### src/hdl/plr_pkg.sv
// ----------------------------------------------------------------------------
// plr_pkg: shared types and helpers for the Playfair digraph encryptor
// Letter codes, item kinds, the controller/datapath command and status
// bundles, and the small grid arithmetic used on cell positions.
// ----------------------------------------------------------------------------
`default_nettype none

package plr_pkg;

    localparam int ALPHA = 26;
    localparam int CELLS = 25;

    localparam logic [4:0] LTR_I = 5'd8;
    localparam logic [4:0] LTR_J = 5'd9;
    localparam logic [4:0] LTR_X = 5'd23;
    localparam logic [4:0] LTR_Z = 5'd25;

    typedef enum logic [1:0] {
        KIND_KEY  = 2'd0,
        KIND_SEAL = 2'd1,
        KIND_TEXT = 2'd2,
        KIND_END  = 2'd3
    } kind_t;

    // Commands from the controller to the datapath
    typedef struct packed {
        logic capture;      // latch the incoming item
        logic place_key;    // place the latched keyword letter
        logic seal_step;    // place the next alphabet letter while sealing
        logic set_pending;  // hold the latched text letter as a lone letter
        logic start_pair;   // form the digraph and read both positions
        logic read_grid;    // look up both cipher letters
        logic load_out;     // load one cipher letter into the output register
        logic out_second;   // which letter of the digraph to load
    } cmd_t;

    // Status from the datapath to the controller
    typedef struct packed {
        kind_t kind;
        logic  bad;         // latched letter code is out of range
        logic  sealed;
        logic  pending;
        logic  seal_last;   // sealing walk is on its final letter
        logic  out_free;    // output register can take a letter this cycle
    } sts_t;

    // Row of a cell position 0..24
    function automatic logic [2:0] pos_row(input logic [4:0] p);
        logic [2:0] r;
        if (p >= 5'd20)      r = 3'd4;
        else if (p >= 5'd15) r = 3'd3;
        else if (p >= 5'd10) r = 3'd2;
        else if (p >= 5'd5)  r = 3'd1;
        else                 r = 3'd0;
        return r;
    endfunction

    // Column of a cell position 0..24
    function automatic logic [2:0] pos_col(input logic [4:0] p);
        logic [2:0] r;
        logic [4:0] base;
        r    = pos_row(p);
        base = ({2'b00, r} << 2) + {2'b00, r};
        return 3'(p - base);
    endfunction

    // Step one place along a row or column, wrapping at the edge
    function automatic logic [2:0] inc5(input logic [2:0] v);
        return (v == 3'd4) ? 3'd0 : 3'(v + 3'd1);
    endfunction

    // Cell position from row and column
    function automatic logic [4:0] cell_index(input logic [2:0] r, input logic [2:0] c);
        return ({2'b00, r} << 2) + {2'b00, r} + {2'b00, c};
    endfunction

endpackage

`default_nettype wire

### src/hdl/plr_datapath.sv
// ----------------------------------------------------------------------------
// plr_datapath: table storage, digraph lookup and output register
// Holds the 5x5 grid and letter position memories, the taken bits, the fill
// count, the sealing walk counter, the lone letter and the result register.
// ----------------------------------------------------------------------------
`default_nettype none

module plr_datapath (
    input  wire logic          clk,
    input  wire logic          rst_n,
    input  wire logic [1:0]    kind,
    input  wire logic [4:0]    letter,
    input  wire plr_pkg::cmd_t cmd,
    output plr_pkg::sts_t      sts,
    input  wire logic          out_stall,
    output logic               out_valid,
    output logic [4:0]         cipher_letter,
    output logic               last_of_pair
);
    import plr_pkg::*;

    // Memories
    logic [4:0] grid_mem [CELLS];
    logic [4:0] pos_mem  [ALPHA];

    // Control state
    logic [ALPHA-1:0] taken_reg;
    logic [4:0]       fill_count_reg;
    logic             sealed_reg;
    logic             pending_valid_reg;
    logic [4:0]       seal_letter_reg;
    logic             out_valid_reg;

    // Payload registers
    kind_t      item_kind_reg;
    logic [4:0] item_letter_reg;
    logic       item_bad_reg;
    logic [4:0] pending_letter_reg;
    logic [4:0] pos_a_reg;
    logic [4:0] pos_b_reg;
    logic [4:0] enc_a_reg;
    logic [4:0] enc_b_reg;
    logic [4:0] out_letter_reg;
    logic       out_last_reg;

    logic [4:0] wr_letter;
    logic       place_en;
    logic       pair_double;
    logic [4:0] pair_a;
    logic [4:0] pair_b;
    logic [2:0] ra, ca, rb, cb;
    logic [4:0] idx_a, idx_b;
    logic       out_taken;

    // Select the letter to place and check that it may go in
    assign wr_letter = cmd.seal_step ? seal_letter_reg : item_letter_reg;
    assign place_en  = (cmd.place_key || (cmd.seal_step && seal_letter_reg != LTR_J))
                       && !taken_reg[wr_letter] && (fill_count_reg < 5'(CELLS));

    // Form the digraph: a doubled letter takes a filler, a lone letter a pad
    assign pair_double = (item_kind_reg == KIND_TEXT) && (pending_letter_reg == item_letter_reg);
    always_comb
    begin
        if (item_kind_reg == KIND_END)
        begin
            pair_a = pending_letter_reg;
            pair_b = (pending_letter_reg == LTR_Z) ? LTR_X : LTR_Z;
        end
        else if (pair_double)
        begin
            pair_a = item_letter_reg;
            pair_b = (item_letter_reg == LTR_X) ? LTR_Z : LTR_X;
        end
        else
        begin
            pair_a = pending_letter_reg;
            pair_b = item_letter_reg;
        end
    end

    // Apply the same-row, same-column or rectangle rule
    assign ra = pos_row(pos_a_reg);
    assign ca = pos_col(pos_a_reg);
    assign rb = pos_row(pos_b_reg);
    assign cb = pos_col(pos_b_reg);
    always_comb
    begin
        if (ra == rb)
        begin
            idx_a = cell_index(ra, inc5(ca));
            idx_b = cell_index(rb, inc5(cb));
        end
        else if (ca == cb)
        begin
            idx_a = cell_index(inc5(ra), ca);
            idx_b = cell_index(inc5(rb), cb);
        end
        else
        begin
            idx_a = cell_index(ra, cb);
            idx_b = cell_index(rb, ca);
        end
    end

    assign out_taken = out_valid_reg && !out_stall;

    // Hold control state
    always_ff @(posedge clk or negedge rst_n)
    begin
        if (!rst_n)
        begin
            taken_reg         <= '0;
            fill_count_reg    <= '0;
            sealed_reg        <= 1'b0;
            pending_valid_reg <= 1'b0;
            seal_letter_reg   <= '0;
            out_valid_reg     <= 1'b0;
        end
        else
        begin
            if (place_en)
            begin
                taken_reg[wr_letter] <= 1'b1;
                fill_count_reg       <= fill_count_reg + 5'd1;
            end
            if (cmd.capture)
                seal_letter_reg <= '0;
            else if (cmd.seal_step)
                seal_letter_reg <= seal_letter_reg + 5'd1;
            if (cmd.seal_step && seal_letter_reg == LTR_Z)
                sealed_reg <= 1'b1;
            if (cmd.set_pending)
                pending_valid_reg <= 1'b1;
            else if (cmd.start_pair && !pair_double)
                pending_valid_reg <= 1'b0;
            if (cmd.load_out)
                out_valid_reg <= 1'b1;
            else if (out_taken)
                out_valid_reg <= 1'b0;
        end
    end

    // Write and read the table memories, advance the payload registers
    always_ff @(posedge clk)
    begin
        if (place_en)
        begin
            grid_mem[fill_count_reg] <= wr_letter;
            pos_mem[wr_letter]       <= fill_count_reg;
        end
        if (cmd.capture)
        begin
            item_kind_reg   <= kind_t'(kind);
            item_bad_reg    <= (letter > LTR_Z);
            item_letter_reg <= (letter == LTR_J) ? LTR_I : letter;
        end
        if (cmd.set_pending)
            pending_letter_reg <= item_letter_reg;
        if (cmd.start_pair)
        begin
            pos_a_reg <= pos_mem[pair_a];
            pos_b_reg <= pos_mem[pair_b];
        end
        if (cmd.read_grid)
        begin
            enc_a_reg <= grid_mem[idx_a];
            enc_b_reg <= grid_mem[idx_b];
        end
        if (cmd.load_out)
        begin
            out_letter_reg <= cmd.out_second ? enc_b_reg : enc_a_reg;
            out_last_reg   <= cmd.out_second;
        end
    end

    assign sts.kind      = item_kind_reg;
    assign sts.bad       = item_bad_reg;
    assign sts.sealed    = sealed_reg;
    assign sts.pending   = pending_valid_reg;
    assign sts.seal_last = (seal_letter_reg == LTR_Z);
    assign sts.out_free  = !out_valid_reg || !out_stall;

    assign out_valid     = out_valid_reg;
    assign cipher_letter = out_letter_reg;
    assign last_of_pair  = out_last_reg;

    // Checks
    a_sealed_full: assert property (@(posedge clk) disable iff (!rst_n)
        sealed_reg |-> fill_count_reg == 5'(CELLS))
        else $error("sealed table is not full");
    a_no_place_sealed: assert property (@(posedge clk) disable iff (!rst_n)
        (cmd.place_key || cmd.seal_step) |-> !sealed_reg)
        else $error("table written after sealing");
    a_no_overwrite: assert property (@(posedge clk) disable iff (!rst_n)
        cmd.load_out |-> (!out_valid_reg || !out_stall))
        else $error("output register overwritten while stalled");
    a_second_flag: assert property (@(posedge clk) disable iff (!rst_n)
        (cmd.load_out && cmd.out_second) |=> (out_valid_reg && out_last_reg))
        else $error("second letter not flagged");

endmodule

`default_nettype wire

### src/hdl/plr_controller.sv
// ----------------------------------------------------------------------------
// plr_controller: item sequencer for the Playfair digraph encryptor
// Takes one item at a time, runs the sealing walk when needed, and steps a
// digraph through position lookup, grid lookup and the two output letters.
// ----------------------------------------------------------------------------
`default_nettype none

module plr_controller (
    input  wire logic          clk,
    input  wire logic          rst_n,
    input  wire logic          in_valid,
    output logic               in_stall,
    input  wire plr_pkg::sts_t sts,
    output plr_pkg::cmd_t      cmd
);
    import plr_pkg::*;

    typedef enum logic [2:0] {
        S_IDLE,
        S_EXEC,
        S_SEAL,
        S_GRID,
        S_OUT0,
        S_OUT1
    } state_t;

    state_t state_reg;
    state_t state_next;

    // Decode the state into commands and the next state
    always_comb
    begin
        cmd        = '0;
        state_next = state_reg;
        case (state_reg)
            S_IDLE:
            begin
                if (in_valid)
                begin
                    cmd.capture = 1'b1;
                    state_next  = S_EXEC;
                end
            end
            S_EXEC:
            begin
                state_next = S_IDLE;
                case (sts.kind)
                    KIND_KEY:
                    begin
                        cmd.place_key = !sts.bad && !sts.sealed;
                    end
                    KIND_SEAL:
                    begin
                        if (!sts.sealed)
                            state_next = S_SEAL;
                    end
                    KIND_TEXT:
                    begin
                        if (sts.bad)
                            state_next = S_IDLE;
                        else if (!sts.sealed)
                            state_next = S_SEAL;
                        else if (!sts.pending)
                            cmd.set_pending = 1'b1;
                        else
                        begin
                            cmd.start_pair = 1'b1;
                            state_next     = S_GRID;
                        end
                    end
                    KIND_END:
                    begin
                        if (sts.pending)
                        begin
                            cmd.start_pair = 1'b1;
                            state_next     = S_GRID;
                        end
                    end
                    default:
                    begin
                        state_next = S_IDLE;
                    end
                endcase
            end
            S_SEAL:
            begin
                cmd.seal_step = 1'b1;
                if (sts.seal_last)
                    state_next = (sts.kind == KIND_TEXT) ? S_EXEC : S_IDLE;
            end
            S_GRID:
            begin
                cmd.read_grid = 1'b1;
                state_next    = S_OUT0;
            end
            S_OUT0:
            begin
                if (sts.out_free)
                begin
                    cmd.load_out = 1'b1;
                    state_next   = S_OUT1;
                end
            end
            S_OUT1:
            begin
                if (sts.out_free)
                begin
                    cmd.load_out   = 1'b1;
                    cmd.out_second = 1'b1;
                    state_next     = S_IDLE;
                end
            end
            default:
            begin
                state_next = S_IDLE;
            end
        endcase
    end

    // Hold the state
    always_ff @(posedge clk or negedge rst_n)
    begin
        if (!rst_n)
            state_reg <= S_IDLE;
        else
            state_reg <= state_next;
    end

    assign in_stall = (state_reg != S_IDLE);

    // Checks
    a_seal_unsealed: assert property (@(posedge clk) disable iff (!rst_n)
        (state_reg == S_SEAL) |-> !sts.sealed)
        else $error("sealing walk on a sealed table");
    a_pair_needs_table: assert property (@(posedge clk) disable iff (!rst_n)
        cmd.start_pair |-> (sts.sealed && sts.pending))
        else $error("digraph started without table or lone letter");
    a_out_order: assert property (@(posedge clk) disable iff (!rst_n)
        (cmd.load_out && !cmd.out_second) |=> (state_reg == S_OUT1))
        else $error("second letter not next after the first");

endmodule

`default_nettype wire

### src/hdl/playfair_digraph_encryptor_top.sv
// A text letter that completes a digraph steps through the execute, grid lookup
//   and two output states; each cipher letter waits while the output stalls.
//   A new item is taken only in the idle state, after the last one is through.
// Sealing adds a walk over the alphabet; a text letter that seals then executes.
// Reset is asynchronous and clears the taken bits, fill count and all control.
// The grid and position memories are not cleared; they are read only when full.
// ----------------------------------------------------------------------------
// playfair_digraph_encryptor_top: Playfair digraph encryptor
// Builds a 5x5 key table from keyword letters and encrypts text letters in
// pairs, one cipher letter per output transfer.
// ----------------------------------------------------------------------------
`default_nettype none

module playfair_digraph_encryptor_top (
    input  wire logic       clk,
    input  wire logic       rst_n,
    input  wire logic       in_valid,
    output logic            in_stall,
    input  wire logic [1:0] kind,
    input  wire logic [4:0] letter,
    output logic            out_valid,
    input  wire logic       out_stall,
    output logic [4:0]      cipher_letter,
    output logic            last_of_pair
);
    import plr_pkg::*;

    cmd_t cmd;
    sts_t sts;

    plr_controller u_controller (
        .clk      (clk),
        .rst_n    (rst_n),
        .in_valid (in_valid),
        .in_stall (in_stall),
        .sts      (sts),
        .cmd      (cmd)
    );

    plr_datapath u_datapath (
        .clk           (clk),
        .rst_n         (rst_n),
        .kind          (kind),
        .letter        (letter),
        .cmd           (cmd),
        .sts           (sts),
        .out_stall     (out_stall),
        .out_valid     (out_valid),
        .cipher_letter (cipher_letter),
        .last_of_pair  (last_of_pair)
    );

endmodule

`default_nettype wire

### config.mk
export PLATFORM = sky130hd
export DESIGN_NAME = playfair_digraph_encryptor_top
export DESIGN_NICKNAME = d
export VERILOG_FILES = /design/src/hdl/plr_pkg.sv /design/src/hdl/plr_datapath.sv /design/src/hdl/plr_controller.sv /design/src/hdl/playfair_digraph_encryptor_top.sv
export SDC_FILE = /design/constraint.sdc
export NUM_CORES = 1
export LEC_CHECK = 0
export ABC_AREA = 1
export BUFFER_PORTS_ARGS = -buffer_cell sky130_fd_sc_hd__buf_4
export CAP_MARGIN = 5
export CELL_PAD_IN_SITES_DETAIL_PLACEMENT = 1
export CELL_PAD_IN_SITES_GLOBAL_PLACEMENT = 1
export CORE_AREA = 2 2 225 227
export CTS_CLUSTER_DIAMETER = 60
export DETAILED_ROUTE_END_ITERATION = 8
export DIE_AREA = 0 0 227 229
export GPL_TIMING_DRIVEN = 0
export PLACE_DENSITY_LB_ADDON = 0.1
export SYNTH_ARGS = -nofsm -noshare
export SYNTH_HDL_FRONTEND = slang
export SYNTH_SLANG_ARGS = --single-unit
### constraint.sdc
create_clock -name clk -period 8.3 [get_ports clk]
set_input_delay 0.415 -clock clk [delete_from_list [all_inputs] [get_ports clk]]
set_output_delay 0.415 -clock clk [all_outputs]
set_load 0.05 [all_outputs]
==> flow_metrics.tcl <==
set metrics [dict create \
    synth_top_area_cell "edfxtp_1" \
    synth_nets 2167 \
    clk_latency_ps 590 \
    cp_num_buf_inv 6 \
    yosys.area_share.simple_pct 23.2 \
    syn_avg_cell_area_um2 8.82 \
    crit_fanout 10 \
    reg2regPathDepth 26 \
    power_leakage_uw 0.00871 \
    yosys-top-cells-area "edfxtp_1, nand3_1, nand2_1, dfrtp_1, inv_1" \
    end_kind "register" \
    synthAdderAreaFrac_pct 3.50 \
    setup-tns-final_ps 0 \
    start_kind "register" \
    rsz0062_at_grt "false" \
    gp_congestion 0.924 \
    ant_nets 0 \
    root_buffer "clkbuf_16" \
    max_stage_delay_ps 740 \
    die_w_um 227 \
    nets 2238 \
    status "finished, final reports clean" \
    drc 0 \
    clkSinkCount 336 \
    grtUsageMet2_pct 47.3 \
    grt_util_met3_pct 3.22 \
    synthArstFlopShare_pct 12.5 \
    cap_violations 0 \
    critPathKind "reg -> reg" \
    cp_top_family "simple AND/OR/NAND/NOR gates" \
    overflow 0 \
    crit_top_cell "nand2_1" \
    holdPathStages 2 \
    h-tree-depth 2 \
    setup_viol 0 \
    r2r-start "u_datapath.pos_a_reg[2]" \
    wirelength_mm 70.5 \
    grt_pass1_vias 16625 \
    worstPathArrival_ps 5860 \
    routed_via_density 5.53 \
    synth-seq-area-share_pct 53.1 \
    syn_inst 2110 \
    numPortBuffers 18 \
    wl_per_cell_um 24.4 \
    drive_gt1_share_pct 9.61 \
    cts_buffer_depth 3 \
    peakVddDrop_v 0.000222 \
    synth_warnings 0 \
    hpwl_mm 51.0 \
    min_from "letter[2]" \
    fin_util_pct 42.8 \
    cts_tree "built" \
    area_delta_synth_final_pct 14.3 \
    grt_pass1_wl_mm 106 \
    hold_path_class "in -> reg" \
    rrSetupSlack_ps 2770 \
    synth_edf_count 294 \
    max_slew_margin_pct 15.5 \
    whs_endpoint "u_datapath.item_letter_reg[2]" \
    num_rows 82 \
    synth_flop_cell "edfxtp_1" \
    slew_violations 0 \
    power.density_nw_per_um2 245 \
    io_pins 19 \
    synth_top_area_share_pct 47.4 \
    drt-pass1-iter-count 5 \
    grt.busiest_layer "met2" \
    required_ps 8630 \
    start_util_pct 37.5 \
    skew_ps 29.4 \
    crit_slowest_cell "fa_1" \
    cts_buffers 43 \
    core_um2 49700 \
    tightest_slew_ps 1270 \
    synthXorXnorAreaFrac_pct 0.934 \
    synth_cell_types 52 \
    synth_top_family_by_area "simple AND/OR/NAND/NOR gates" \
    grt_use_total_pct 27.5 \
    layout_common_cells "nand2_1, nand3_1, edfxtp_1" \
    die-area_um2 52000 \
    layout_commonest_cell "nand2_1" \
    path_clk_slew_ps 60 \
    die_y_um 229 \
    synthMuxAreaShare_pct 0 \
    hold_violations 0 \
    r2r_end "u_datapath.enc_a_reg[3]" \
    synth_compound_area_share_pct 10.6 \
    antenna_found_initial 0 \
    fmax_mhz 181 \
    gr-usage-met1_pct 35.4 \
    grt_max_degree 43 \
    fin_crit_sh_pct 66.6 \
    drt_iter0_drc 1106 \
    vias 15964 \
    diodes 0 \
    period_needed_ps 5530 \
    largest_register_ffs 130 \
    ys_ff_latch 336 \
    synth_area_um2 18600 \
]
synth_stat cells, types with 3 or more instances:
cell      count
nand2_1     405
nand3_1     337
edfxtp_1    294
inv_1       264
o21ai_0     153
nor2_1      139
clkbuf_1     64
a21oi_1      52
dfrtp_1      42
buf_2        36
ha_1         36
nand4_1      35
a31oi_1      27
o211ai_1     27
inv_2        20
o21ai_1      19
o22ai_1      18
nand2_2      16
o221ai_1     15
xor2_1       14
fa_1         10
nor3_1        9
or2_2         8
buf_6         6
buf_1         5
buf_4         5
nand3_2       5
nor2_2        5
o21a_1        4
xnor2_1       4
a22oi_1       3
nor4_2        3
worst register-to-register path, cell delays in order, from the launching register on:
cell and delay, ps:
edfxtp_1 460, nor2_1 130, nand2_1 70, nand2_2 120, nand2_1 100, nand2_2 140
nand2_1 130, inv_1 210, ha_1 190, inv_1 50, fa_1 740, inv_1 90
ha_1 200, a21oi_1 160, ha_1 190, inv_1 60, fa_1 390, or2_2 320
nand2_1 70, inv_1 60, o21ai_4 350, buf_2 410, nand3_1 210, nand3_1 160
nand2_1 140, nand2_1 90, nand2_1 60
report_power, final:
part,internal [uW],leakage (uW),switching (uW)
clock network,1180,0.000728,810
registers,2090,0.00316,109
logic,260,0.00482,777
total,3530,0.00871,1700
final cells by class:
cell class	instances	area, um^2
fill	5843	28400
sequential	336	9880
multi-input combinational	1371	7130
clock buffer	47	1110
inverter	287	1080
tap	672	841
buffer	116	544
clock inverter	33	387
timing repair buffer	26	295
metal layers:
metal	up-vias	share of wire (%)
met5	-	0
met3	144	4.6
met2	498	49
li1	7373	-
met1	7949	42
met4	0	4.1
metrics by stage:
stage	instances	hold slack (ps)	instance area, um^2	worst slack (ps)	power [uW]
2_1_floorplan	2110	119	18600	3970	2750
3_3_place_gp	2800	440	19600	2860	3180
3_5_place_dp	2803	451	19700	2780	3240
4_1_cts	2886	63.1	21200	2770	5230
5_1_grt	2888	86.1	21300	2360	5410
6_report	2888	95.0	21300	2770	5220
how the worst max path moves through the flow:
stage | start | endpoint | slack, ps | depth (start not counted)
after floorplan | u_datapath.pos_b_reg[2] | u_datapath.enc_b_reg[0] | 3970 | 27
after global placement | u_controller.state_reg[0] | u_datapath.grid_mem[24][2] | 2860 | 12
after detailed placement | u_datapath.pos_b_reg[2] | u_datapath.enc_b_reg[2] | 2780 | 27
after CTS | u_datapath.pos_b_reg[2] | u_datapath.enc_b_reg[2] | 2770 | 27
after global routing | u_datapath.pos_b_reg[2] | u_datapath.enc_b_reg[2] | 2360 | 27
final | u_datapath.pos_a_reg[2] | u_datapath.enc_a_reg[3] | 2770 | 26
cell families after synthesis:
family,Yosys count
buffers and inverters,403
and+or+nand+nor,968
xor gates and xnor gates,19
adders and majority gates,46
DFF,336
AOI/OAI and AO/OA,338
what timing repair did:
| action | in CTS | in global routing |
|---|---|---|
| setup buffers | 0 | 0 |
| hold buffers | 3 | 0 |
| setup endpoints to repair | 0 | 0 |
| resized for setup | 0 | 0 |
| endpoints found under the hold margin | 44 | 0 |
Power figures use the tool's default switching activity.
